--- src/hdl/joint_feedback_drive_with_safety_macros.svh ---
// ----------------------------------------------------------------------------
// joint feedback drive assertion macros
// concurrent assertion helpers for the drive safety module, empty for synthesis
// ----------------------------------------------------------------------------
`ifndef JOINT_FEEDBACK_DRIVE_WITH_SAFETY_MACROS_SVH
`define JOINT_FEEDBACK_DRIVE_WITH_SAFETY_MACROS_SVH

`ifndef SYNTHESIS

// expression holds at every edge out of reset
`define JFD_ASSERT_HOLDS(label, clk, rst_n, expr) \
    label: assert property (@(posedge clk) disable iff (!rst_n) (expr)) \
        else $error("jfd assertion failed");

// antecedent implies consequent in the same cycle
`define JFD_ASSERT_IMPLIES(label, clk, rst_n, ante, cons) \
    label: assert property (@(posedge clk) disable iff (!rst_n) (ante) |-> (cons)) \
        else $error("jfd assertion failed");

// antecedent implies consequent in the next cycle
`define JFD_ASSERT_NEXT(label, clk, rst_n, ante, cons) \
    label: assert property (@(posedge clk) disable iff (!rst_n) (ante) |=> (cons)) \
        else $error("jfd assertion failed");

`else

`define JFD_ASSERT_HOLDS(label, clk, rst_n, expr)
`define JFD_ASSERT_IMPLIES(label, clk, rst_n, ante, cons)
`define JFD_ASSERT_NEXT(label, clk, rst_n, ante, cons)

`endif

`endif

--- src/hdl/jfd_pkg.sv ---
// ----------------------------------------------------------------------------
// jfd_pkg
// types, constants and the cosine table of the joint feedback drive
// ----------------------------------------------------------------------------
`timescale 1ns / 1ps
`default_nettype none

package jfd_pkg;

    // cosine table depth and index widths
    localparam int COS_TABLE_DEPTH = 256;
    localparam int COS_IDX_W       = $clog2(COS_TABLE_DEPTH);
    localparam int COS_RAW_W       = $clog2(COS_TABLE_DEPTH + 1);
    localparam int COS_PROD_W      = 12 + COS_RAW_W;

    // angle and rate conversion, q24
    localparam logic signed [31:0] ANG_PER_TICK  = 32'sd25736;
    localparam logic signed [31:0] ANG_OFFSET    = 32'sd5872026;
    localparam logic signed [35:0] RATE_PER_TICK = 36'sd257359;

    // duty scaling: drive / (3 * 2^24), rounded half away from zero
    localparam logic [42:0] DUTY_HALF   = 43'd25165824;
    localparam logic [18:0] DIV3_RECIP  = 19'd174763;
    localparam int          DIV3_SHIFT  = 19;
    localparam int          DUTY_MAX    = 16384;

    // safety chain limits
    localparam logic [1:0] ZERO_PULSES     = 2'd2;
    localparam logic [3:0] STALL_LIMIT     = 4'd10;
    localparam logic [3:0] STALL_COUNT_MAX = 4'd15;

    // configuration port
    localparam int CFG_ADDR_W = 5;

    typedef enum logic [2:0] {
        REG_POSITION_GAIN    = 3'd0,
        REG_VELOCITY_GAIN    = 3'd1,
        REG_FEEDFORWARD_GAIN = 3'd2,
        REG_GRAVITY_GAIN     = 3'd3,
        REG_TOP_LIMIT        = 3'd4,
        REG_STALL_SPEED      = 3'd5,
        REG_STALL_VOLTAGE    = 3'd6,
        REG_MAX_VOLTAGE      = 3'd7
    } t_reg_index;

    typedef enum logic [2:0] {
        SAFE_NONE   = 3'd0,
        SAFE_TOP    = 3'd1,
        SAFE_BOTTOM = 3'd2,
        SAFE_CLIP   = 3'd3,
        SAFE_STALL  = 3'd4
    } t_safety_code;

    // configuration registers
    typedef struct packed {
        logic        [15:0] position_gain;
        logic        [15:0] velocity_gain;
        logic        [15:0] feedforward_gain;
        logic        [14:0] gravity_gain;
        logic signed [15:0] top_limit;
        logic        [14:0] stall_speed;
        logic        [14:0] stall_voltage;
        logic        [14:0] max_voltage;
    } t_cfg;

    // accepted input item
    typedef struct packed {
        logic               func;
        logic signed [15:0] encoder_ticks;
        logic signed [15:0] encoder_rate;
        logic               at_bottom;
        logic signed [15:0] ref_position;
        logic signed [15:0] ref_velocity;
        logic signed [15:0] manual_voltage;
    } t_in_item;

    // converted measurements and errors
    typedef struct packed {
        logic               func;
        logic               at_bottom;
        logic signed [31:0] ang;
        logic signed [35:0] vel;
        logic signed [31:0] err_p;
        logic signed [35:0] err_v;
        logic signed [15:0] ref_velocity;
        logic signed [15:0] cos_val;
        logic signed [15:0] manual_voltage;
    } t_front;

    // gain products
    typedef struct packed {
        logic               func;
        logic               at_bottom;
        logic signed [31:0] ang;
        logic signed [35:0] vel;
        logic signed [48:0] p_pos;
        logic signed [52:0] p_vel;
        logic signed [32:0] p_ff;
        logic signed [31:0] p_grav;
        logic signed [15:0] manual_voltage;
    } t_prod;

    // limited drive and status, q36
    typedef struct packed {
        logic signed [42:0] u;
        t_safety_code       code;
        logic               zero_request;
        logic               stall_latched;
        logic               initialized;
    } t_drive;

    // cosine table
    localparam logic signed [63:0] ONE_Q28     = 64'sd268435456;
    localparam logic signed [63:0] PI_Q28      = 64'sd843314857;
    localparam logic signed [63:0] HALF_PI_Q28 = 64'sd421657428;
    localparam logic signed [63:0] TWO_PI_Q28  = 64'sd1686629713;
    localparam logic signed [63:0] OFFSET_Q28  = 64'sd93952410;

    typedef logic signed [15:0] t_cos_table [COS_TABLE_DEPTH];

    // cos in q14 of a q28 angle in [0, 2pi + offset), taylor series in q28
    function automatic logic signed [15:0] f_cos_q14(input logic signed [63:0] a_in);
        logic signed [63:0] a;
        logic signed [63:0] x;
        logic signed [63:0] x2;
        logic signed [63:0] t;
        logic signed [63:0] r;
        logic               neg;
        a   = a_in;
        neg = 1'b0;
        if (a > PI_Q28) begin
            a = a - TWO_PI_Q28;
        end
        x = (a < 0) ? -a : a;
        if (x > HALF_PI_Q28) begin
            x   = PI_Q28 - x;
            neg = 1'b1;
        end
        x2 = (x * x) / ONE_Q28;
        t  = ONE_Q28;
        for (int k = 6; k >= 1; k--) begin
            t = ONE_Q28 - ((x2 * t) / ONE_Q28) / 64'((2 * k - 1) * (2 * k));
        end
        if (neg) begin
            t = -t;
        end
        r = (((t < 0) ? -t : t) + 64'sd8192) / 64'sd16384;
        return (t < 0) ? 16'(-r) : 16'(r);
    endfunction

    function automatic t_cos_table f_build_cos();
        t_cos_table tab;
        for (int i = 0; i < COS_TABLE_DEPTH; i++) begin
            tab[i] = f_cos_q14((TWO_PI_Q28 * 64'(i)) / COS_TABLE_DEPTH + OFFSET_Q28);
        end
        return tab;
    endfunction

    localparam t_cos_table COS_TABLE = f_build_cos();

endpackage

`default_nettype wire

--- src/hdl/jfd_gain.sv ---
// ----------------------------------------------------------------------------
// jfd_gain
// gain multiplier stage: position, velocity, feedforward and gravity terms
// ----------------------------------------------------------------------------
`timescale 1ns / 1ps
`default_nettype none

module jfd_gain (
    input  wire logic            i_clk,
    input  wire logic            i_rst_n,
    input  wire jfd_pkg::t_cfg   i_cfg,
    input  wire logic            i_valid,
    output logic                 o_ready,
    input  wire jfd_pkg::t_front i_item,
    output logic                 o_valid,
    input  wire logic            i_ready,
    output jfd_pkg::t_prod       o_item
);
    import jfd_pkg::*;

    logic  r_valid;
    t_prod r_item;
    t_prod n_item;

    assign o_ready = !r_valid || i_ready;
    assign o_valid = r_valid;
    assign o_item  = r_item;

    // four independent products, gains zero extended
    always_comb begin
        n_item.func           = i_item.func;
        n_item.at_bottom      = i_item.at_bottom;
        n_item.ang            = i_item.ang;
        n_item.vel            = i_item.vel;
        n_item.p_pos          = 49'(signed'({1'b0, i_cfg.position_gain})) * 49'(i_item.err_p);
        n_item.p_vel          = 53'(signed'({1'b0, i_cfg.velocity_gain})) * 53'(i_item.err_v);
        n_item.p_ff           = 33'(signed'({1'b0, i_cfg.feedforward_gain}))
                              * 33'(i_item.ref_velocity);
        n_item.p_grav         = 32'(signed'({1'b0, i_cfg.gravity_gain})) * 32'(i_item.cos_val);
        n_item.manual_voltage = i_item.manual_voltage;
    end

    // stage register
    always_ff @(posedge i_clk) begin
        if (!i_rst_n) begin
            r_valid <= 1'b0;
        end else if (o_ready) begin
            r_valid <= i_valid;
        end
    end

    always_ff @(posedge i_clk) begin
        if (o_ready && i_valid) begin
            r_item <= n_item;
        end
    end

endmodule

`default_nettype wire

--- config.mk ---
export PLATFORM = sky130hd
export DESIGN_NAME = jfd_gain
export DESIGN_NICKNAME = d
export VERILOG_FILES = /design/src/hdl/joint_feedback_drive_with_safety_macros.svh /design/src/hdl/jfd_pkg.sv /design/src/hdl/jfd_gain.sv
export SDC_FILE = /design/constraint.sdc
export NUM_CORES = 2
export LEC_CHECK = 0
export BUFFER_PORTS_ARGS = -buffer_cell sky130_fd_sc_hd__buf_2
export CORE_MARGIN = 2
export CORE_UTILIZATION = 63
export DETAILED_ROUTE_END_ITERATION = 10
export PLACE_DENSITY = 0.86
export SLEW_MARGIN = 20
export SYNTH_ARGS = -nofsm -noshare
export SYNTH_HDL_FRONTEND = slang
export SYNTH_SLANG_ARGS = --single-unit
--- constraint.sdc ---
create_clock -name i_clk -period 8.8 [get_ports i_clk]
set_input_delay 0.88 -clock i_clk [delete_from_list [all_inputs] [get_ports i_clk]]
set_output_delay 0.88 -clock i_clk [all_outputs]
set_load 0.05 [all_outputs]
After elaboration in Yosys (flattened, before gate mapping)
Index checks and enable logic that the tools add are counted.
{"block": "op_classes", "reduce_logical": 3, "mul": 4}
{"operator": "multiplier 17 x 36 -> 53 bit", "count": 1}
{"operator": "multiplier 17 x 32 -> 49 bit", "count": 1}
{"operator": "multiplier 17 x 16 -> 33 bit", "count": 1}
{"operator": "multiplier 16 x 16 -> 32 bit", "count": 1}
{"operator": "logical AND 1 bit", "count": 1}
{"operator": "zero test 1 bit", "count": 1}
{"operator": "logical OR 1 bit", "count": 1}
{"block": "word_totals", "regBits": 254, "elab_cells": 17, "inputBits": 314, "out_inout_bits": 255}

Logic depth before layout (Yosys ltp)
{"block": "logic_depth", "word_depth": 3, "depth_mapped": 26, "depth_no_buf": 24}

Least setup slack after synthesis
OpenSTA, ideal clock, no wires.
{"block": "synth_path", "path_kind": "input to register", "startpoint": "in i_ready", "endpoint": "reg r_item (netlist bit o_item[0]), enable pin", "arrival_ps": 7145, "stages": 2, "path_buffers": 0, "required_ps": 8155, "setup_ps": 645, "setup_slack_ps": 1010, "cell_sequence": "nand2b_1 > and2_1"}
{"block": "synth_between", "elab_chain_len": 2}
{"item": "start: declaration", "line_no": "jfd_gain.sv:16", "rtl": "input wire logic i_ready,"}
{"item": "logical OR 1 bit", "line_no": "jfd_gain.sv:25", "rtl": "assign o_ready = !r_valid || i_ready;"}
{"item": "logical AND 1 bit", "line_no": "jfd_gain.sv:53", "rtl": "if (o_ready && i_valid) begin"}
{"item": "end signal: assignment", "line_no": "jfd_gain.sv:54", "rtl": "r_item <= n_item;"}
{"item": "end: declaration", "line_no": "jfd_gain.sv:22", "rtl": "t_prod r_item;"}
Every way passes these cells.
A chain may end at the register's enable or synchronous reset.

==> results_dict.tcl <==
set metrics [dict create \
    grt_antenna_before_repair 30 \
    timing_hold_violations_final 0 \
    synth_warnings 0 \
    clock-skew-final_ps 41.18 \
    synth_top_area_share_pct 45.03 \
    maximum_number_of_pins_on_one_net_before_global_route_repair 148 \
    synth.net_count 8806 \
    final_cell_count_no_fill 8245 \
    cts_num_sinks 254 \
    worstSetupPathType "in -> reg" \
    grt_pass1_wl_mm 261.3 \
    outcome "finished, final reports clean" \
    yosysSeqAreaShare_pct 12.17 \
    cts-root-to-sink-buffers 3 \
    yosys_most_used_dff "edfxtp_1" \
    grt_setup_unrepaired "false" \
    nFillCells 7088 \
    ys_ff_latch 254 \
    drive_above_1_share_pct 8.681 \
    clk-insertion-delay-late_ps 610 \
    postCtsSetupRepairBufs 0 \
    detailedPlacementHpwl_mm 127.0 \
    layout.nets 9117 \
    post_dp_cell_area_mm2 0.06596 \
    grt_pass1_vias 51292 \
    placed_cells_incl_taps 8161 \
    cts_max_level 2 \
    syn2layout_area_growth_pct 7.222 \
    cap_violations 0 \
    report.final.slew_viol_count 0 \
    total_vias_in_the_final_route 46478 \
    timing.critical_path.fanout_max 36 \
    finalWorstSetupSlack_ps 1101 \
    worst_slew_pin_slew_ps 993.4 \
    max_clock_freq_mhz 129.9 \
    drc_errors 0 \
    critical_path.top_delay_family "adder cells" \
    synth-edff-count 253 \
    syn_area_per_cell_um2 9.485 \
    cp.buffers_inverters 5 \
    cts_hold_repair.buffers 0 \
    fp.dieW_um 319.2 \
    route.final.wire_length_mm 160.1 \
    drtAntennaViolNets 0 \
    post-route-period-util_pct 87.49 \
    cts_made_buffers 34 \
    dp_slack_ps 685.8 \
    detailedRoute.firstPassIterationCount 7 \
    global_route.overflow_total 0 \
    finalInstanceArea_mm2 0.06711 \
    synth_area_leaders "fa_1 (45%), edfxtp_1 (12%), inv_1 (10%)" \
    tritoncts "built" \
    initial_util_pct 63.60 \
    tns_ps 0 \
    worstSetupEndpointType "flip-flop" \
    synth_top_cell_by_area "fa_1" \
    cp-start-kind "primary input" \
    timing.slew.headroom_pct 33.77 \
    regToRegSetupSlack_ps 6430 \
    cp_cell_sequence "buf_2 > and2_1 > fa_1 > inv_1 > fa_1 > fa_1 > inv_1 > fa_1 > fa_1 > inv_1 > fa_1 > inv_1 > ha_1 > and3_1 > nand2_1 > nor3_1 > o21ai_0 > a21oi_1 > nor3_1 > o31ai_1 > nand2_1 > nand2_1 > xor2_1" \
    setup_viol 0 \
    cts_root_buf "clkbuf_16" \
    die_area_mm2 0.1019 \
    final_period_minus_worst_setup_slack_ps 7699 \
    groute.usage.overall_pct 32.57 \
    cp_common_cell "fa_1" \
    worstPathArrival_ps 8140 \
    synth_cell_types 69 \
    async_flop_share_pct 0 \
    place.gp.congestion 0.9101 \
    clk_pin_slew_worst_setup_hold_paths_ps 60 \
    port-buffer-count 507 \
    floorplan.io_pins 569 \
    die_height_um 319.2 \
    post_synth_inst_count 6599 \
    cts_repair_resize_count 0 \
    worst_path_max_delay_cell "a21oi_1" \
    critPathMaxStageDelay_ps 780 \
    core_area_mm2 0.09842 \
    route.detailed.vias_per_inst 5.637 \
    netlist_area_mm2 0.06259 \
    detail_route.iter0.violations 3179 \
    route.detailed.wl_per_inst_um 19.42 \
    hp-class "in -> reg" \
    cp.required_ps 9240 \
    rows 115 \
]
-- per-stage QoR --
step / utilization (%) / hold slack (ps)
6_report: 68.19 / 458.4
5_1_grt: 68.17 / 445.0
4_1_cts: 68.13 / 423.4
3_5_place_dp: 67.02 / 562.7
3_3_place_gp: 67.02 / 520.7
2_1_floorplan: - / 978.9
-- synth_stat cells, drive strengths merged (71+ instances only) --
| library cell | count |
|---|---|
| inv | 1738 |
| and2 | 652 |
| a21oi | 131 |
| fa | 1408 |
| nand2 | 968 |
| nor2 | 92 |
| ha | 485 |
| o21ai | 71 |
| xnor2 | 113 |
| clkbuf | 249 |
| a21o | 80 |
| edfxtp | 253 |
-- routing by layer --
layer | vias to the layer above | routed length (um) | track usage, %
met2 | 2601 | 78120 | 54.79
met1 | 23290 | 56570 | 39.78
li1 | 19985 | - | -
met4 | 10 | 8435 | 16.05
met3 | 592 | 16940 | 7.278
met5 | - | 68 | 0
-- cell families after synthesis --
logic type               Yosys count  synth area share, %
buffers and inverters           1994                11.97
adder cells (fa/ha/maj)         1893                54.73
AO/OA/AOI/OAI                    429                4.516
flip-flops                       254                12.17
XOR/XNOR                         155                2.169
AND/OR/NAND/NOR                 1874                14.44
-- registers in the layout, indices dropped and copies added, names as in the netlist --
signal   count
o_item     253
o_valid      1
-- final cells by class --
class / count / area, um2 / share of cell area, %
Timing Repair Buffer: 531 / 2730 / 4.068
Clock buffer: 39 / 890.9 / 1.327
Multi-Input combinational cell: 4351 / 47480 / 70.75
Tap cell: 1287 / 1610 / 2.399
Inverter: 1738 / 6524 / 9.721
Clock inverter: 22 / 200.2 / 0.2983
Antenna cell: 23 / 57.56 / 0.08576
Sequential cell: 254 / 7617 / 11.35
-- worst register-to-register path, cell delays in order, from the launching register on --
cell and delay [ps]:
dfxtp_1 320, nand2b_1 120, and2_4 660, buf_12 610
-- layout by cell type, fill, tap and decap left out, drive strengths merged, types with 5 or more instances in the layout --
cell type,instances
a211oi,14
a21boi,7
a21o,80
a21oi,131
a221o,5
a31oi,7
and2,652
and3,15
buf,531
clkbuf,39
clkinv,14
diode,23
edfxtp,253
fa,1408
ha,485
inv,1740
nand2,968
nand2b,38
nand3,19
nand4,15
nor2,92
nor2b,21
nor3,26
nor4,5
o2111ai,5
o211ai,9
o21a,26
o21ai,71
o21bai,20
o31a,8
o31ai,7
or3,8
xnor2,113
xor2,42
-- worst paths after layout --
kind,depth (start not counted),startpoint,end
max,23,i_cfg[99],o_item[132]
min,1,i_item[144],o_item[211]
max reg2reg,3,o_valid,o_item[37]
min reg2reg,2,o_valid,o_valid
Power is not shown: default switching activity piles up to over one toggle a cycle in this logic, so the estimate is an artifact.
