File: src/hdl/joint_feedback_drive_with_safety_macros.svh
// ----------------------------------------------------------------------------
// joint feedback drive assertion macros
// concurrent assertion helpers for the drive safety module, empty for synthesis
// ----------------------------------------------------------------------------
`ifndef JOINT_FEEDBACK_DRIVE_WITH_SAFETY_MACROS_SVH
`define JOINT_FEEDBACK_DRIVE_WITH_SAFETY_MACROS_SVH

`ifndef SYNTHESIS

// expression holds at every edge out of reset
`define JFD_ASSERT_HOLDS(label, clk, rst_n, expr) \
    label: assert property (@(posedge clk) disable iff (!rst_n) (expr)) \
        else $error("jfd assertion failed");

// antecedent implies consequent in the same cycle
`define JFD_ASSERT_IMPLIES(label, clk, rst_n, ante, cons) \
    label: assert property (@(posedge clk) disable iff (!rst_n) (ante) |-> (cons)) \
        else $error("jfd assertion failed");

// antecedent implies consequent in the next cycle
`define JFD_ASSERT_NEXT(label, clk, rst_n, ante, cons) \
    label: assert property (@(posedge clk) disable iff (!rst_n) (ante) |=> (cons)) \
        else $error("jfd assertion failed");

`else

`define JFD_ASSERT_HOLDS(label, clk, rst_n, expr)
`define JFD_ASSERT_IMPLIES(label, clk, rst_n, ante, cons)
`define JFD_ASSERT_NEXT(label, clk, rst_n, ante, cons)

`endif

`endif

File: src/hdl/jfd_pkg.sv
// ----------------------------------------------------------------------------
// jfd_pkg
// types, constants and the cosine table of the joint feedback drive
// ----------------------------------------------------------------------------
`timescale 1ns / 1ps
`default_nettype none

package jfd_pkg;

    // cosine table depth and index widths
    localparam int COS_TABLE_DEPTH = 256;
    localparam int COS_IDX_W       = $clog2(COS_TABLE_DEPTH);
    localparam int COS_RAW_W       = $clog2(COS_TABLE_DEPTH + 1);
    localparam int COS_PROD_W      = 12 + COS_RAW_W;

    // angle and rate conversion, q24
    localparam logic signed [31:0] ANG_PER_TICK  = 32'sd25736;
    localparam logic signed [31:0] ANG_OFFSET    = 32'sd5872026;
    localparam logic signed [35:0] RATE_PER_TICK = 36'sd257359;

    // duty scaling: drive / (3 * 2^24), rounded half away from zero
    localparam logic [42:0] DUTY_HALF   = 43'd25165824;
    localparam logic [18:0] DIV3_RECIP  = 19'd174763;
    localparam int          DIV3_SHIFT  = 19;
    localparam int          DUTY_MAX    = 16384;

    // safety chain limits
    localparam logic [1:0] ZERO_PULSES     = 2'd2;
    localparam logic [3:0] STALL_LIMIT     = 4'd10;
    localparam logic [3:0] STALL_COUNT_MAX = 4'd15;

    // configuration port
    localparam int CFG_ADDR_W = 5;

    typedef enum logic [2:0] {
        REG_POSITION_GAIN    = 3'd0,
        REG_VELOCITY_GAIN    = 3'd1,
        REG_FEEDFORWARD_GAIN = 3'd2,
        REG_GRAVITY_GAIN     = 3'd3,
        REG_TOP_LIMIT        = 3'd4,
        REG_STALL_SPEED      = 3'd5,
        REG_STALL_VOLTAGE    = 3'd6,
        REG_MAX_VOLTAGE      = 3'd7
    } t_reg_index;

    typedef enum logic [2:0] {
        SAFE_NONE   = 3'd0,
        SAFE_TOP    = 3'd1,
        SAFE_BOTTOM = 3'd2,
        SAFE_CLIP   = 3'd3,
        SAFE_STALL  = 3'd4
    } t_safety_code;

    // configuration registers
    typedef struct packed {
        logic        [15:0] position_gain;
        logic        [15:0] velocity_gain;
        logic        [15:0] feedforward_gain;
        logic        [14:0] gravity_gain;
        logic signed [15:0] top_limit;
        logic        [14:0] stall_speed;
        logic        [14:0] stall_voltage;
        logic        [14:0] max_voltage;
    } t_cfg;

    // accepted input item
    typedef struct packed {
        logic               func;
        logic signed [15:0] encoder_ticks;
        logic signed [15:0] encoder_rate;
        logic               at_bottom;
        logic signed [15:0] ref_position;
        logic signed [15:0] ref_velocity;
        logic signed [15:0] manual_voltage;
    } t_in_item;

    // converted measurements and errors
    typedef struct packed {
        logic               func;
        logic               at_bottom;
        logic signed [31:0] ang;
        logic signed [35:0] vel;
        logic signed [31:0] err_p;
        logic signed [35:0] err_v;
        logic signed [15:0] ref_velocity;
        logic signed [15:0] cos_val;
        logic signed [15:0] manual_voltage;
    } t_front;

    // gain products
    typedef struct packed {
        logic               func;
        logic               at_bottom;
        logic signed [31:0] ang;
        logic signed [35:0] vel;
        logic signed [48:0] p_pos;
        logic signed [52:0] p_vel;
        logic signed [32:0] p_ff;
        logic signed [31:0] p_grav;
        logic signed [15:0] manual_voltage;
    } t_prod;

    // limited drive and status, q36
    typedef struct packed {
        logic signed [42:0] u;
        t_safety_code       code;
        logic               zero_request;
        logic               stall_latched;
        logic               initialized;
    } t_drive;

    // cosine table
    localparam logic signed [63:0] ONE_Q28     = 64'sd268435456;
    localparam logic signed [63:0] PI_Q28      = 64'sd843314857;
    localparam logic signed [63:0] HALF_PI_Q28 = 64'sd421657428;
    localparam logic signed [63:0] TWO_PI_Q28  = 64'sd1686629713;
    localparam logic signed [63:0] OFFSET_Q28  = 64'sd93952410;

    typedef logic signed [15:0] t_cos_table [COS_TABLE_DEPTH];

    // cos in q14 of a q28 angle in [0, 2pi + offset), taylor series in q28
    function automatic logic signed [15:0] f_cos_q14(input logic signed [63:0] a_in);
        logic signed [63:0] a;
        logic signed [63:0] x;
        logic signed [63:0] x2;
        logic signed [63:0] t;
        logic signed [63:0] r;
        logic               neg;
        a   = a_in;
        neg = 1'b0;
        if (a > PI_Q28) begin
            a = a - TWO_PI_Q28;
        end
        x = (a < 0) ? -a : a;
        if (x > HALF_PI_Q28) begin
            x   = PI_Q28 - x;
            neg = 1'b1;
        end
        x2 = (x * x) / ONE_Q28;
        t  = ONE_Q28;
        for (int k = 6; k >= 1; k--) begin
            t = ONE_Q28 - ((x2 * t) / ONE_Q28) / 64'((2 * k - 1) * (2 * k));
        end
        if (neg) begin
            t = -t;
        end
        r = (((t < 0) ? -t : t) + 64'sd8192) / 64'sd16384;
        return (t < 0) ? 16'(-r) : 16'(r);
    endfunction

    function automatic t_cos_table f_build_cos();
        t_cos_table tab;
        for (int i = 0; i < COS_TABLE_DEPTH; i++) begin
            tab[i] = f_cos_q14((TWO_PI_Q28 * 64'(i)) / COS_TABLE_DEPTH + OFFSET_Q28);
        end
        return tab;
    endfunction

    localparam t_cos_table COS_TABLE = f_build_cos();

endpackage

`default_nettype wire

File: src/hdl/jfd_front.sv
// ----------------------------------------------------------------------------
// jfd_front
// encoder conversion, tracking errors and cosine lookup stage
// ----------------------------------------------------------------------------
`timescale 1ns / 1ps
`default_nettype none

module jfd_front (
    input  wire logic              i_clk,
    input  wire logic              i_rst_n,
    input  wire logic              i_valid,
    output logic                   o_ready,
    input  wire jfd_pkg::t_in_item i_item,
    output logic                   o_valid,
    input  wire logic              i_ready,
    output jfd_pkg::t_front        o_item
);
    import jfd_pkg::*;

    logic                 r_valid;
    t_front               r_item;
    t_front               n_item;
    logic [11:0]          w_phase;
    logic [COS_PROD_W-1:0] w_idx_prod;
    logic [COS_RAW_W-1:0] w_idx_raw;
    logic [COS_RAW_W-1:0] w_idx;

    assign o_ready = !r_valid || i_ready;
    assign o_valid = r_valid;
    assign o_item  = r_item;

    // cosine index from the negated encoder phase within one turn
    assign w_phase    = 12'd0 - i_item.encoder_ticks[11:0];
    assign w_idx_prod = COS_PROD_W'(w_phase) * COS_PROD_W'(COS_TABLE_DEPTH);
    assign w_idx_raw  = w_idx_prod[COS_PROD_W-1:12];
    assign w_idx      = (w_idx_raw >= COS_RAW_W'(COS_TABLE_DEPTH)) ?
                        COS_RAW_W'(COS_TABLE_DEPTH - 1) : w_idx_raw;

    // angle and rate in q24, errors against the reference
    always_comb begin
        n_item.func           = i_item.func;
        n_item.at_bottom      = i_item.at_bottom;
        n_item.ang            = ANG_OFFSET - 32'(i_item.encoder_ticks) * ANG_PER_TICK;
        n_item.vel            = 36'sd0 - 36'(i_item.encoder_rate) * RATE_PER_TICK;
        n_item.err_p          = (32'(i_item.ref_position) <<< 12) - n_item.ang;
        n_item.err_v          = (36'(i_item.ref_velocity) <<< 12) - n_item.vel;
        n_item.ref_velocity   = i_item.ref_velocity;
        n_item.cos_val        = COS_TABLE[w_idx[COS_IDX_W-1:0]];
        n_item.manual_voltage = i_item.manual_voltage;
    end

    // stage register
    always_ff @(posedge i_clk) begin
        if (!i_rst_n) begin
            r_valid <= 1'b0;
        end else if (o_ready) begin
            r_valid <= i_valid;
        end
    end

    always_ff @(posedge i_clk) begin
        if (o_ready && i_valid) begin
            r_item <= n_item;
        end
    end

endmodule

`default_nettype wire

File: config.mk
export PLATFORM = sky130hd
export DESIGN_NAME = jfd_front
export DESIGN_NICKNAME = d
export VERILOG_FILES = /design/src/hdl/joint_feedback_drive_with_safety_macros.svh /design/src/hdl/jfd_pkg.sv /design/src/hdl/jfd_front.sv
export SDC_FILE = /design/constraint.sdc
export NUM_CORES = 1
export LEC_CHECK = 0
export ABC_AREA = 1
export BUFFER_PORTS_ARGS = -buffer_cell sky130_fd_sc_hd__buf_2
export CAP_MARGIN = 20
export CORE_MARGIN = 2
export CORE_UTILIZATION = 30
export CTS_BUF_LIST = sky130_fd_sc_hd__clkbuf_4 sky130_fd_sc_hd__clkbuf_8
export DETAILED_ROUTE_END_ITERATION = 10
export GPL_TIMING_DRIVEN = 0
export REMOVE_ABC_BUFFERS = 1
export SLEW_MARGIN = 10
export SYNTH_ARGS = -nofsm -noshare
export SYNTH_HDL_FRONTEND = slang
export SYNTH_SLANG_ARGS = --single-unit
export TNS_END_PERCENT = 20
File: constraint.sdc
create_clock -name i_clk -period 13.15 [get_ports i_clk]
set_input_delay 2.63 -clock i_clk [delete_from_list [all_inputs] [get_ports i_clk]]
set_output_delay 2.63 -clock i_clk [all_outputs]
set_load 0.01 [all_outputs]
# After elaboration in Yosys (flattened, before gate mapping)
# Memory sizes are Yosys's and may differ from the RTL's. A register that Yosys moved wholly into a read port is not among the register bits.
# Cells that the tools add are included.
[classes] order_cmp=1 n_mux=1 multipliers=2 bitwise_logic=1 reduce_logical=3 add_sub_neg=5
[op_table] cell="subtractor 1 x 35 -> 36 bit (first input constant)" n=1
[op_table] cell="subtractor 28 x 36 -> 36 bit" n=1
[op_table] cell="multiplier 16 x 19 -> 35 bit (second input constant)" n=1
[op_table] cell="subtractor 24 x 32 -> 32 bit (first input constant)" n=1
[op_table] cell="subtractor 28 x 32 -> 32 bit" n=1
[op_table] cell="multiplier 16 x 13 -> 29 bit (second input constant)" n=1
[op_table] cell="subtractor 1 x 12 -> 12 bit (first input constant)" n=1
[op_table] cell=">= comparator 8 x 9 -> 1 bit (second input constant)" n=1
[op_table] cell="inverter 8 -> 9 bit" n=1
[op_table] cell="2-to-1 mux 8 bit" n=1
[op_table] cell="logical AND 1 bit" n=1
[op_table] cell="zero test 1 bit" n=1
[op_table] cell="logical OR 1 bit" n=1
[word_totals] n_memories=1 word_cells=23 out_inout_bits=188 input_bits=86 rom_bits=4096 reg_bits=171
[mem_list] name="(no name shown)" words=256 word_bits=16 rd=1 rd_clocked_by_memory_dff=1 write_ports=0 line_no="jfd_front.sv:48" rtl="n_item.cos_val = COS_TABLE[w_idx[COS_IDX_W-1:0]];"

# Longest topological paths before layout
[logic_depth] depth_word=4 ltp_mapped=37 ltp_nobuf=37

# Least setup slack after synthesis
# Ideal clock, no wire load.
[synth_timing] path_kind="input to register" startpoint="input port i_valid" endpoint="register r_item, in the netlist o_item[0], enable pin" setup_ns=0.777 cell_stages=2 n_path_buf=0 arrival_ns=11.266 path_slack_ns=1.107 required_ns=12.373 cell_sequence="inv_1 > a21oi_1"
[synth_between] elab_chain_len=1
[synth_rtl] item="start, declared" line_no="jfd_front.sv:11" rtl="input wire logic i_valid,"
[synth_rtl] item="logical AND 1 bit" line_no="jfd_front.sv:62" rtl="if (o_ready && i_valid) begin"
[synth_rtl] item="end signal, assigned" line_no="jfd_front.sv:63" rtl="r_item <= n_item;"
[synth_rtl] item="end, declared" line_no="jfd_front.sv:21" rtl="t_front r_item;"
# No other way between the ends.
# A chain may end at the register's enable or synchronous reset.

==> impl_results.md <==
* Root Buffer: clkbuf_8
* GRT Overall Usage at 0.199
* Vias in the first global route at 19886
* Layout area overhead at 14.5%
* Final GP Congestion at approximately 1
* Synth Warn # at 0
* Worst reg2reg startpoint: o_valid
* Total of max-cap violations at 0
* Critical path startpoint category: primary input
* EDFF count, synth at around 180
* DR iter-0 viols at around 1900
* Clk_skew at about 0.024 ns
* Initial antenna violation count at 13
* CTS tree: done
* Cells after synthesis at ~2900
* WL/cell at roughly 19 um
* CTS Buffer Depth at 2
* RSZ-0062 raised after global routing: no
* Register area share after synthesis at 0.235
* Total negative slack at 0 ns
* Worst r2r path cells at 6
* Most used cell, CP: inv_1
* Final worst-path cycle share at 0.735
* Placed Area at 25900 um^2
* Height of the chip at about 280 um
* Clock-pin transition on the worst setup and hold timing paths at about 0.11 ns
* Final Hold Fails at 0
* Hold buffer count at CTS at 0
* Hold worst-path end: o_valid
* Vias/cell at 4.87
* Family with the most delay on the worst path: adder cells
* Footprint of the multi-input gates at about 15000 um^2
* Register Area at ~5400 um^2
* First-pass GRT wire length at roughly 120 mm
* Filler cells at 8017
* Cells on Worst Hold Path at 2
* Hold Path Class: reg2reg
* Global route overflow at 0
* CP endpoint kind: flop
* Tmin final at about 9.7 ns
* Initial Utilization at 0.303
* Final net count at around 3700
* Htree depth at 4
* Post-CTS Setup Repair Bufs at 0
* Worst rel slew slack at 0.281
* DR pass1 iterations at 6
* Clk_lat worst skew at around 0.6 ns
* Cts repair resizes at 0
* CP Data Arrival Time at 9.99 ns
* Boundary Pins at 274
* Synth cell types at 66
* Cell taking the most area after synthesis: edfxtp_1
* Hold wc startpoint: o_valid
* # port buffers at 267
* HPWL after detailed placement at 64.0 mm
* Worst path required time at 13.47 ns
* Crit Path Category: in2reg
* CTS Sinks at 180
* Largest net degree at the start of global routing at a little under 70
* Worst R2R End: o_item[151]
* Fraction of registers with async set/reset at 0
* Slowest stage cell, crit path: fa_1
* Least-Margin Pin Slew at approximately 1.1 ns
* Synthesized flop and latch total at 180
* Final setup violation count at 0
* Top-area cell type share of the netlist area at 0.234
* Main area contributors after synthesis: edfxtp_1 23%, ha_1 16%, fa_1 15%, inv_1 10%, nand2_1 8.7%
* Syn avg cell area at about 8 um^2
* Outcome: complete, no violations
* Num CTS Buffers at 17
* DRC viols at 0
* Chip width at 281 um
* Core area at between 70000 and 80000 um^2
* Area of the mapped netlist at 23000 um^2
* Final Instance Area at 26300 um^2
* R2R Setup Slk at ~11 ns
* Full die area at 78800 um^2
* Via count at 20376
* CP max stage delay at roughly 0.62 ns
* Row cnt at roughly 100
* Routed Antenna Nets at 0
* F_max at approximately 100 MHz
* WP buf/inv at 9
* WL final at 78.1 mm
* Top_reg_cell synth: edfxtp_1
* Pins over their slew limit at 0
* Share of layout cells above drive strength 1 at 0.128
* CP max FO at 5
==> cell type report <==
cell class / instances / share of cell area
multi-input cells: 2003 / 0.570
flip-flops and latches: 180 / 0.205
inverters: 652 / 0.0930
repair buffers: 287 / 0.0667
well taps: 1030 / 0.0490
clock buffers: 17 / 0.00889
clock inverters: 15 / 0.00694
diodes: 3 / 0.000285
==> per-layer routing <==
layer	GRT usage	vias to the layer above	wire, um
li1	-	9800	-
met1	0.271	9553	35300
met2	0.307	843	34000
met3	0.0476	164	6240
met4	0.0713	16	2440
met5	0	-	100
==> through the flow <==
| step | cells | hold WS [ns] | util | setup WS (ns) |
|---|---|---|---|---|
| 2_1_floorplan | 2835 | 0.595 | - | 1.11 |
| 4_1_cts | 4184 | 0.558 | 0.346 | 3.58 |
| 3_3_place_gp | 4132 | 0.494 | 0.334 | -3.79 |
| 6_report | 4187 | 0.559 | 0.346 | 3.48 |
| 5_1_grt | 4187 | 0.602 | 0.346 | 2.94 |
| 3_5_place_dp | 4152 | 0.542 | 0.341 | 2.93 |
==> sequential cells by signal, summed over array words and instances (netlist names) <==
| register | flops |
|---|---|
| o_item | 179 |
| o_valid | 1 |
==> kinds of logic after synthesis <==
logic type	after synthesis	synth area share
simple gates	992	0.185
other cells	2	0.000327
flops	180	0.235
fa+ha+maj	457	0.305
buf+inv	707	0.117
xor+xnor	115	0.0458
compound gates	433	0.112
==> cell usage in the layout, fill, tap and decap left out, drive strengths merged, types with 136 or more instances in the layout <==
master,n
a21oi,149
buf,287
edfxtp,179
fa,171
ha,285
inv,654
nand2,557
nand3,148
nor2,198
o21ai,136
==> worst min-delay path: cells and delay by family (launching register included) <==
family / cells / cell delay (ns)
AO/OA/AOI/OAI: 1 / 0.07
flip-flops: 1 / 0.36
AND/OR/NAND/NOR: 1 / 0.09
==> Yosys cell counts (all sizes together), types with 5 or more instances <==
cell	number
a211oi	8
a21o	11
a21oi	149
a31oi	31
buf	15
clkbuf	40
edfxtp	179
fa	171
ha	285
inv	649
nand2	557
nand3	148
nand3b	16
nand4	29
nor2	198
nor3	27
nor4	5
o2111ai	5
o211ai	14
o21ai	136
o21bai	12
o221ai	13
o22ai	9
o311ai	10
o31ai	9
or2	9
xnor2	28
xor2	87
==> worst max path at each step <==
stage               start         end  slack (ns)  cells past startpoint
3_3_place_gp      i_valid   o_item[9]       -3.79                      3
3_5_place_dp   i_item[51]  o_item[82]        2.93                     33
5_1_grt        i_item[49]  o_item[82]        2.94                     31
2_1_floorplan     i_valid   o_item[0]        1.11                      2
4_1_cts        i_item[51]  o_item[82]        3.58                     33
6_report       i_item[51]  o_item[82]        3.48                     33
Power is not shown: default switching activity piles up to over one toggle a cycle in this logic, so the estimate is an artifact.
