===== src/hdl/joint_feedback_drive_with_safety_macros.svh =====
// ----------------------------------------------------------------------------
// joint feedback drive assertion macros
// concurrent assertion helpers for the drive safety module, empty for synthesis
// ----------------------------------------------------------------------------
`ifndef JOINT_FEEDBACK_DRIVE_WITH_SAFETY_MACROS_SVH
`define JOINT_FEEDBACK_DRIVE_WITH_SAFETY_MACROS_SVH

`ifndef SYNTHESIS

// expression holds at every edge out of reset
`define JFD_ASSERT_HOLDS(label, clk, rst_n, expr) \
    label: assert property (@(posedge clk) disable iff (!rst_n) (expr)) \
        else $error("jfd assertion failed");

// antecedent implies consequent in the same cycle
`define JFD_ASSERT_IMPLIES(label, clk, rst_n, ante, cons) \
    label: assert property (@(posedge clk) disable iff (!rst_n) (ante) |-> (cons)) \
        else $error("jfd assertion failed");

// antecedent implies consequent in the next cycle
`define JFD_ASSERT_NEXT(label, clk, rst_n, ante, cons) \
    label: assert property (@(posedge clk) disable iff (!rst_n) (ante) |=> (cons)) \
        else $error("jfd assertion failed");

`else

`define JFD_ASSERT_HOLDS(label, clk, rst_n, expr)
`define JFD_ASSERT_IMPLIES(label, clk, rst_n, ante, cons)
`define JFD_ASSERT_NEXT(label, clk, rst_n, ante, cons)

`endif

`endif


===== src/hdl/jfd_pkg.sv =====
// ----------------------------------------------------------------------------
// jfd_pkg
// types, constants and the cosine table of the joint feedback drive
// ----------------------------------------------------------------------------
`timescale 1ns / 1ps
`default_nettype none

package jfd_pkg;

    // cosine table depth and index widths
    localparam int COS_TABLE_DEPTH = 256;
    localparam int COS_IDX_W       = $clog2(COS_TABLE_DEPTH);
    localparam int COS_RAW_W       = $clog2(COS_TABLE_DEPTH + 1);
    localparam int COS_PROD_W      = 12 + COS_RAW_W;

    // angle and rate conversion, q24
    localparam logic signed [31:0] ANG_PER_TICK  = 32'sd25736;
    localparam logic signed [31:0] ANG_OFFSET    = 32'sd5872026;
    localparam logic signed [35:0] RATE_PER_TICK = 36'sd257359;

    // duty scaling: drive / (3 * 2^24), rounded half away from zero
    localparam logic [42:0] DUTY_HALF   = 43'd25165824;
    localparam logic [18:0] DIV3_RECIP  = 19'd174763;
    localparam int          DIV3_SHIFT  = 19;
    localparam int          DUTY_MAX    = 16384;

    // safety chain limits
    localparam logic [1:0] ZERO_PULSES     = 2'd2;
    localparam logic [3:0] STALL_LIMIT     = 4'd10;
    localparam logic [3:0] STALL_COUNT_MAX = 4'd15;

    // configuration port
    localparam int CFG_ADDR_W = 5;

    typedef enum logic [2:0] {
        REG_POSITION_GAIN    = 3'd0,
        REG_VELOCITY_GAIN    = 3'd1,
        REG_FEEDFORWARD_GAIN = 3'd2,
        REG_GRAVITY_GAIN     = 3'd3,
        REG_TOP_LIMIT        = 3'd4,
        REG_STALL_SPEED      = 3'd5,
        REG_STALL_VOLTAGE    = 3'd6,
        REG_MAX_VOLTAGE      = 3'd7
    } t_reg_index;

    typedef enum logic [2:0] {
        SAFE_NONE   = 3'd0,
        SAFE_TOP    = 3'd1,
        SAFE_BOTTOM = 3'd2,
        SAFE_CLIP   = 3'd3,
        SAFE_STALL  = 3'd4
    } t_safety_code;

    // configuration registers
    typedef struct packed {
        logic        [15:0] position_gain;
        logic        [15:0] velocity_gain;
        logic        [15:0] feedforward_gain;
        logic        [14:0] gravity_gain;
        logic signed [15:0] top_limit;
        logic        [14:0] stall_speed;
        logic        [14:0] stall_voltage;
        logic        [14:0] max_voltage;
    } t_cfg;

    // accepted input item
    typedef struct packed {
        logic               func;
        logic signed [15:0] encoder_ticks;
        logic signed [15:0] encoder_rate;
        logic               at_bottom;
        logic signed [15:0] ref_position;
        logic signed [15:0] ref_velocity;
        logic signed [15:0] manual_voltage;
    } t_in_item;

    // converted measurements and errors
    typedef struct packed {
        logic               func;
        logic               at_bottom;
        logic signed [31:0] ang;
        logic signed [35:0] vel;
        logic signed [31:0] err_p;
        logic signed [35:0] err_v;
        logic signed [15:0] ref_velocity;
        logic signed [15:0] cos_val;
        logic signed [15:0] manual_voltage;
    } t_front;

    // gain products
    typedef struct packed {
        logic               func;
        logic               at_bottom;
        logic signed [31:0] ang;
        logic signed [35:0] vel;
        logic signed [48:0] p_pos;
        logic signed [52:0] p_vel;
        logic signed [32:0] p_ff;
        logic signed [31:0] p_grav;
        logic signed [15:0] manual_voltage;
    } t_prod;

    // limited drive and status, q36
    typedef struct packed {
        logic signed [42:0] u;
        t_safety_code       code;
        logic               zero_request;
        logic               stall_latched;
        logic               initialized;
    } t_drive;

    // cosine table
    localparam logic signed [63:0] ONE_Q28     = 64'sd268435456;
    localparam logic signed [63:0] PI_Q28      = 64'sd843314857;
    localparam logic signed [63:0] HALF_PI_Q28 = 64'sd421657428;
    localparam logic signed [63:0] TWO_PI_Q28  = 64'sd1686629713;
    localparam logic signed [63:0] OFFSET_Q28  = 64'sd93952410;

    typedef logic signed [15:0] t_cos_table [COS_TABLE_DEPTH];

    // cos in q14 of a q28 angle in [0, 2pi + offset), taylor series in q28
    function automatic logic signed [15:0] f_cos_q14(input logic signed [63:0] a_in);
        logic signed [63:0] a;
        logic signed [63:0] x;
        logic signed [63:0] x2;
        logic signed [63:0] t;
        logic signed [63:0] r;
        logic               neg;
        a   = a_in;
        neg = 1'b0;
        if (a > PI_Q28) begin
            a = a - TWO_PI_Q28;
        end
        x = (a < 0) ? -a : a;
        if (x > HALF_PI_Q28) begin
            x   = PI_Q28 - x;
            neg = 1'b1;
        end
        x2 = (x * x) / ONE_Q28;
        t  = ONE_Q28;
        for (int k = 6; k >= 1; k--) begin
            t = ONE_Q28 - ((x2 * t) / ONE_Q28) / 64'((2 * k - 1) * (2 * k));
        end
        if (neg) begin
            t = -t;
        end
        r = (((t < 0) ? -t : t) + 64'sd8192) / 64'sd16384;
        return (t < 0) ? 16'(-r) : 16'(r);
    endfunction

    function automatic t_cos_table f_build_cos();
        t_cos_table tab;
        for (int i = 0; i < COS_TABLE_DEPTH; i++) begin
            tab[i] = f_cos_q14((TWO_PI_Q28 * 64'(i)) / COS_TABLE_DEPTH + OFFSET_Q28);
        end
        return tab;
    endfunction

    localparam t_cos_table COS_TABLE = f_build_cos();

endpackage

`default_nettype wire


===== src/hdl/jfd_regs.sv =====
// ----------------------------------------------------------------------------
// jfd_regs
// apb configuration registers of the joint feedback drive
// ----------------------------------------------------------------------------
`timescale 1ns / 1ps
`default_nettype none

module jfd_regs (
    input  wire logic                           i_clk,
    input  wire logic                           i_rst_n,
    input  wire logic                           psel,
    input  wire logic                           penable,
    input  wire logic                           pwrite,
    input  wire logic [jfd_pkg::CFG_ADDR_W-1:0] paddr,
    input  wire logic [31:0]                    pwdata,
    output logic      [31:0]                    prdata,
    output logic                                pready,
    output jfd_pkg::t_cfg                       o_cfg
);
    import jfd_pkg::*;

    t_cfg       r_cfg;
    t_reg_index w_index;
    logic       w_write;

    assign w_index = t_reg_index'(paddr[CFG_ADDR_W-1:2]);
    assign w_write = psel && penable && pwrite;
    assign pready  = 1'b1;
    assign o_cfg   = r_cfg;

    // register writes
    always_ff @(posedge i_clk) begin
        if (!i_rst_n) begin
            r_cfg.position_gain    <= 16'd42271;
            r_cfg.velocity_gain    <= 16'd258;
            r_cfg.feedforward_gain <= 16'd20825;
            r_cfg.gravity_gain     <= 15'd1331;
            r_cfg.top_limit        <= 16'sd6472;
            r_cfg.stall_speed      <= 15'd205;
            r_cfg.stall_voltage    <= 15'd4096;
            r_cfg.max_voltage      <= 15'd12288;
        end else if (w_write) begin
            case (w_index)
                REG_POSITION_GAIN:    r_cfg.position_gain    <= pwdata[15:0];
                REG_VELOCITY_GAIN:    r_cfg.velocity_gain    <= pwdata[15:0];
                REG_FEEDFORWARD_GAIN: r_cfg.feedforward_gain <= pwdata[15:0];
                REG_GRAVITY_GAIN:     r_cfg.gravity_gain     <= pwdata[14:0];
                REG_TOP_LIMIT:        r_cfg.top_limit        <= pwdata[15:0];
                REG_STALL_SPEED:      r_cfg.stall_speed      <= pwdata[14:0];
                REG_STALL_VOLTAGE:    r_cfg.stall_voltage    <= pwdata[14:0];
                REG_MAX_VOLTAGE:      r_cfg.max_voltage      <= pwdata[14:0];
                default: ;
            endcase
        end
    end

    // read back
    always_comb begin
        case (w_index)
            REG_POSITION_GAIN:    prdata = 32'(r_cfg.position_gain);
            REG_VELOCITY_GAIN:    prdata = 32'(r_cfg.velocity_gain);
            REG_FEEDFORWARD_GAIN: prdata = 32'(r_cfg.feedforward_gain);
            REG_GRAVITY_GAIN:     prdata = 32'(r_cfg.gravity_gain);
            REG_TOP_LIMIT:        prdata = 32'(r_cfg.top_limit);
            REG_STALL_SPEED:      prdata = 32'(r_cfg.stall_speed);
            REG_STALL_VOLTAGE:    prdata = 32'(r_cfg.stall_voltage);
            REG_MAX_VOLTAGE:      prdata = 32'(r_cfg.max_voltage);
            default:              prdata = 32'd0;
        endcase
    end

endmodule

`default_nettype wire


===== config.mk =====
export PLATFORM = sky130hd
export DESIGN_NAME = jfd_regs
export DESIGN_NICKNAME = d
export VERILOG_FILES = /design/src/hdl/joint_feedback_drive_with_safety_macros.svh /design/src/hdl/jfd_pkg.sv /design/src/hdl/jfd_regs.sv
export SDC_FILE = /design/constraint.sdc
export NUM_CORES = 1
export LEC_CHECK = 0
export ABC_AREA = 1
export BUFFER_PORTS_ARGS = -buffer_cell sky130_fd_sc_hd__buf_2
export CORE_UTILIZATION = 45
export CTS_CLUSTER_DIAMETER = 120
export DETAILED_ROUTE_END_ITERATION = 6
export GPL_TIMING_DRIVEN = 0
export MAX_ROUTING_LAYER = met4
export PLACE_DENSITY = 0.78
export SLEW_MARGIN = 10
export SYNTH_ARGS = -nofsm -noshare
export SYNTH_HDL_FRONTEND = slang
export SYNTH_SLANG_ARGS = --single-unit

===== constraint.sdc =====
create_clock -name i_clk -period 2.63 [get_ports i_clk]
set_input_delay 0 -clock i_clk [delete_from_list [all_inputs] [get_ports i_clk]]
set_output_delay 0 -clock i_clk [all_outputs]
set_load 0.005 [all_outputs]

# Yosys cells after proc, flatten, opt, wreduce, memory -nomap -nowiden

Index checks and enable logic that the tools add are counted.

ROM bits: 0
Latch bits: 0
Memories: 0
Output and inout port bits: 157
Word-level logic and storage cells: 27
Bits in writable memories: 0
Register bits: 124

Equality and inequality tests: 7
$lt $le $gt $ge: 0
$mul: 0
Mux-type cells: 1
Reductions and logical operators: 11
Divide/modulo/power cells: 0
Shift-type cells: 0
Bitwise gates (word level): 0
Add/subtract/negate cells: 0

Operator list:

| operator                                                              | number |
|---|---|
| 32-bit one-hot mux with 8 select lines                                | 1 |
| 2-bit AND reduction                                                   | 8 |
| 3-bit equality test, second input constant                            | 4 |
| 3-bit by 2-bit equality test with 1-bit output, second input constant | 2 |
| 3-bit by 1-bit equality test with 1-bit output, second input constant | 1 |
| 3-bit zero test                                                       | 1 |
| 1-bit logical AND                                                     | 2 |

# Depth between registers and ports, before layout

Depth after elaboration: 3
Mapped depth: 9
Depth with buffers taken out: 6

# Least setup slack after synthesis

No wires, ideal clock.

Path kind: input to register
Start point: input port paddr[4] in the netlist's numbering
End point: register r_cfg (netlist bit o_cfg[70])
Stages on the path: 9
Required time: 2.514 ns
Setup time: 0.116 ns
Slack: 1.661 ns
Arrival time: 0.854 ns
Cell sequence: buf_6 -> inv_6 -> buf_6 -> nand3_2 -> nor2_4 -> inv_2 -> buf_6 -> nor2_1 -> nor2_1

Cells in the longest elaborated chain, start to end: 2

RTL lines:

| element                                        | RTL line       | source |
|---|---|---|
| start, declared                                | jfd_regs.sv:14 | `input wire logic [jfd_pkg::CFG_ADDR_W-1:0] paddr,` |
| 3-bit by 2-bit equality test with 1-bit output | jfd_regs.sv:43 | `case (w_index)` |
| 2-bit AND reduction (no line)                  | -              |  |
| end, declared                                  | jfd_regs.sv:22 | `t_cfg r_cfg;` |

No other way between the ends.
A chain may end at the register's enable or synchronous reset.

# Worst setup path in the final report

Start point: register r_cfg (netlist bit o_cfg[60])
End point: output port prdata[27]

Cells in the longest elaborated chain, start to end: 1

RTL lines:

| element                                | RTL line       | source |
|---|---|---|
| 32-bit one-hot mux with 8 select lines | jfd_regs.sv:59 | `case (w_index)` |
| end, declared                          | jfd_regs.sv:16 | `output logic [31:0] prdata,` |

No other way between the ends.

==> impl_results.md <==
- Status: finished, final reports clean
- Antenna violations before repair: 0
- Average wire per standard cell: 18.5 um
- # fillers: 1212
- DR vias: 6748
- Root Driver: clkbuf_16
- Most common cell after layout, fill and taps aside: nor2_1
- Final worst path period share: 0.600
- Final Max Tran Viols: 0
- Port bufs: 161
- Share of layout cells above drive strength 1: 0.258
- WS Path Type: flip-flop to output port
- Tot GR Track Use: 0.346
- IO Pins: 199
- Area of the multi-input gates: 2760 sq um
- Dpl hpwl: 16100 um
- Compound-Gate Fraction of Synth Area: 0.0754
- Iter 0 DRT Violations: 953
- Max Freq: 634 MHz
- Pwr dens: 628 nW/um^2
- Min-Delay Path Class: input pin to flip-flop
- Die extent in y: 116 um
- Final setup fails: 0
- Finished Core Util: 0.594
- Flop-to-flop setup slack: 1890 ps
- Worst-Margin Slew: 795 ps
- FF-to-FF Start: o_cfg[115]$_SDFFE_PN0P_
- CP Launch Type: flip-flop
- Antenna Nets Post-Route: 0
- Static Leakage: 3.82 nW
- Clk_lat worst skew: 430 ps
- FF+latch count, synth: 124
- Die area: 13500 sq um
- First-pass GRT wire length: 33000 um
- Post-Synth XOR/XNOR Area: 0
- DRC Markers: 0
- Sequential Area: 2480 sq um
- Total grt overflow: 0
- Vias/cell: 5.54
- Fin Clk Skew: 0 ps
- CTS tree: yes
- Most frequent cells in the layout: 220 x nor2_1, 179 x buf_2, 151 x nand2_1
- YS warnings: 0
- Post-synthesis net count: 893
- DR pass1 iterations: 7
- Setup TNS: 0 ps
- Vias in the first global route: 5871
- Distinct cells, synth: 23
- Fin. Hold Viols: 0
- Clk pin slew, worst setup/hold paths: 60 ps
- Hold Startpoint: pwdata[12]
- Total power: 0.00473 W
- Largest family of logic cells by synthesized area: simple AND/OR/NAND/NOR gates
- H-tree depth: 4
- Num rows: 41
- RSZ-0062 raised after global routing: false
- Hold Crit Depth: 3
- Yosys top cell by area: dfxtp_1
- Pin count of the biggest net entering global routing: 17
- Rel. slew slack: 0.470
- Setup crit start: o_cfg[60]$_SDFFE_PN0P_
- Nets: 1075
- Final Non-Filler Cells: 1218
- CP required: 2630 ps
- WL final: 22600 um
- WHS Endpoint: o_cfg[12]$_SDFFE_PN1P_
- Worst-path fanout max: 16
- Antenna Cells: 0
- Total core area: 12700 sq um
- Sinks on Clock Net: 124
- Share of the synthesized area in the top cell type: 0.422
- Synth Area in Simple Gates: 0.394
- Worst vdd ir: 0.433 mV
- Gpl congestion: 0.945
- Area contributors post-synth: dfxtp_1 42%, nor2_1 14%, nand2_1 9.6%, o21ai_0 7.2%, nand4_1 6.7%
- Post-synthesis mux area share: 0
- CTS buffer count: 17
- Reg2Reg Capture Point: o_cfg[115]$_SDFFE_PN0P_
- Die X: 116 um
- Crit path capture type: output port
- Max Cap Violations: 0
- Final Critical Period: 1580 ps
- Syn Area/Cell: 6.91 sq um
- Layout area overhead: 28.1%
- Post-Synthesis Cells: 851
- Worst R2R Path Depth: 2
- Placed Cells: 1184
- Initial Utilization: 0.464
- Mapped Area: 5880 sq um
- Adder-cell share of the synthesized area: 0
- Hold slack: 6.42 ps
- Register area share after synthesis: 0.422
- Critical Path AT: 1580 ps
- Largest register FFs: 124
- Deepest clock path buffer count: 2
## report_power, final
group          leakage, nW  internal (W)  switching [W]  total [W]
Combinational         2.54      0.000108       0.000274   0.000382
Clock                0.277       0.00151       0.000907    0.00242
Sequential            1.00       0.00190      0.0000231    0.00193
## per-layer routing
layer	vias to the layer above	share of wire	GRT usage
li1	3127	-	-
met2	488	0.45	0.516
met4	0	0.051	0.182
met5	-	0	-
met3	81	0.10	0.0581
met1	3052	0.40	0.450
## worst max-delay path by stage
stage,endpoint,slack [ps]
2_1_floorplan,o_cfg[70]$_SDFFE_PN0P_,1660
3_3_place_gp,prdata[13],1300
3_5_place_dp,prdata[3],1320
4_1_cts,prdata[28],1060
5_1_grt,prdata[18],990
6_report,prdata[27],1050
## area by class of cell
type | count | share of cell area
clock inverters | 14 | 0.0226
clock buffers | 18 | 0.0583
repair buffers | 163 | 0.110
multi-input cells | 608 | 0.367
flip-flops and latches | 124 | 0.330
plain buffers | 87 | 0.0668
well taps | 172 | 0.0286
inverters | 32 | 0.0170
## worst max-delay path: stages, from the launching register on
cell and delay (ps):
dfxtp_1 400, nand2_1 130, inv_1 340, buf_4 180, buf_2 100
## cell usage after synthesis
cell type,instances
nor2_1,220
nand2_1,151
dfxtp_1,124
o21ai_0,85
nand3_1,68
nand4_1,63
clkbuf_1,33
buf_4,23
inv_1,22
buf_2,18
buf_6,9
inv_2,8
nor2_4,8
buf_1,4
nand2_2,4
nand3_2,2
nand3_4,2
o21ai_1,2
conb_1,1
inv_4,1
inv_6,1
nor2_8,1
o211ai_1,1
## what timing repair did
action	in CTS	in global routing
hold buffers	2	0
buffers inserted	0	0
resized for setup	0	0
hold endpoints to repair	31	0
## kinds of logic after synthesis
logic type | after synthesis
buf+inv | 119
simple gates | 519
compound gates | 88
other cells | 1
flops | 124
## stage by stage
step                setup WS (ps)  area [sq um]
floorplan                    1660          5880
global placement             1300          6900
detailed placement           1320          6900
CTS                          1060          7530
global route                  989          7530
finish                       1050          7530
(Power assumes the default switching activity.)
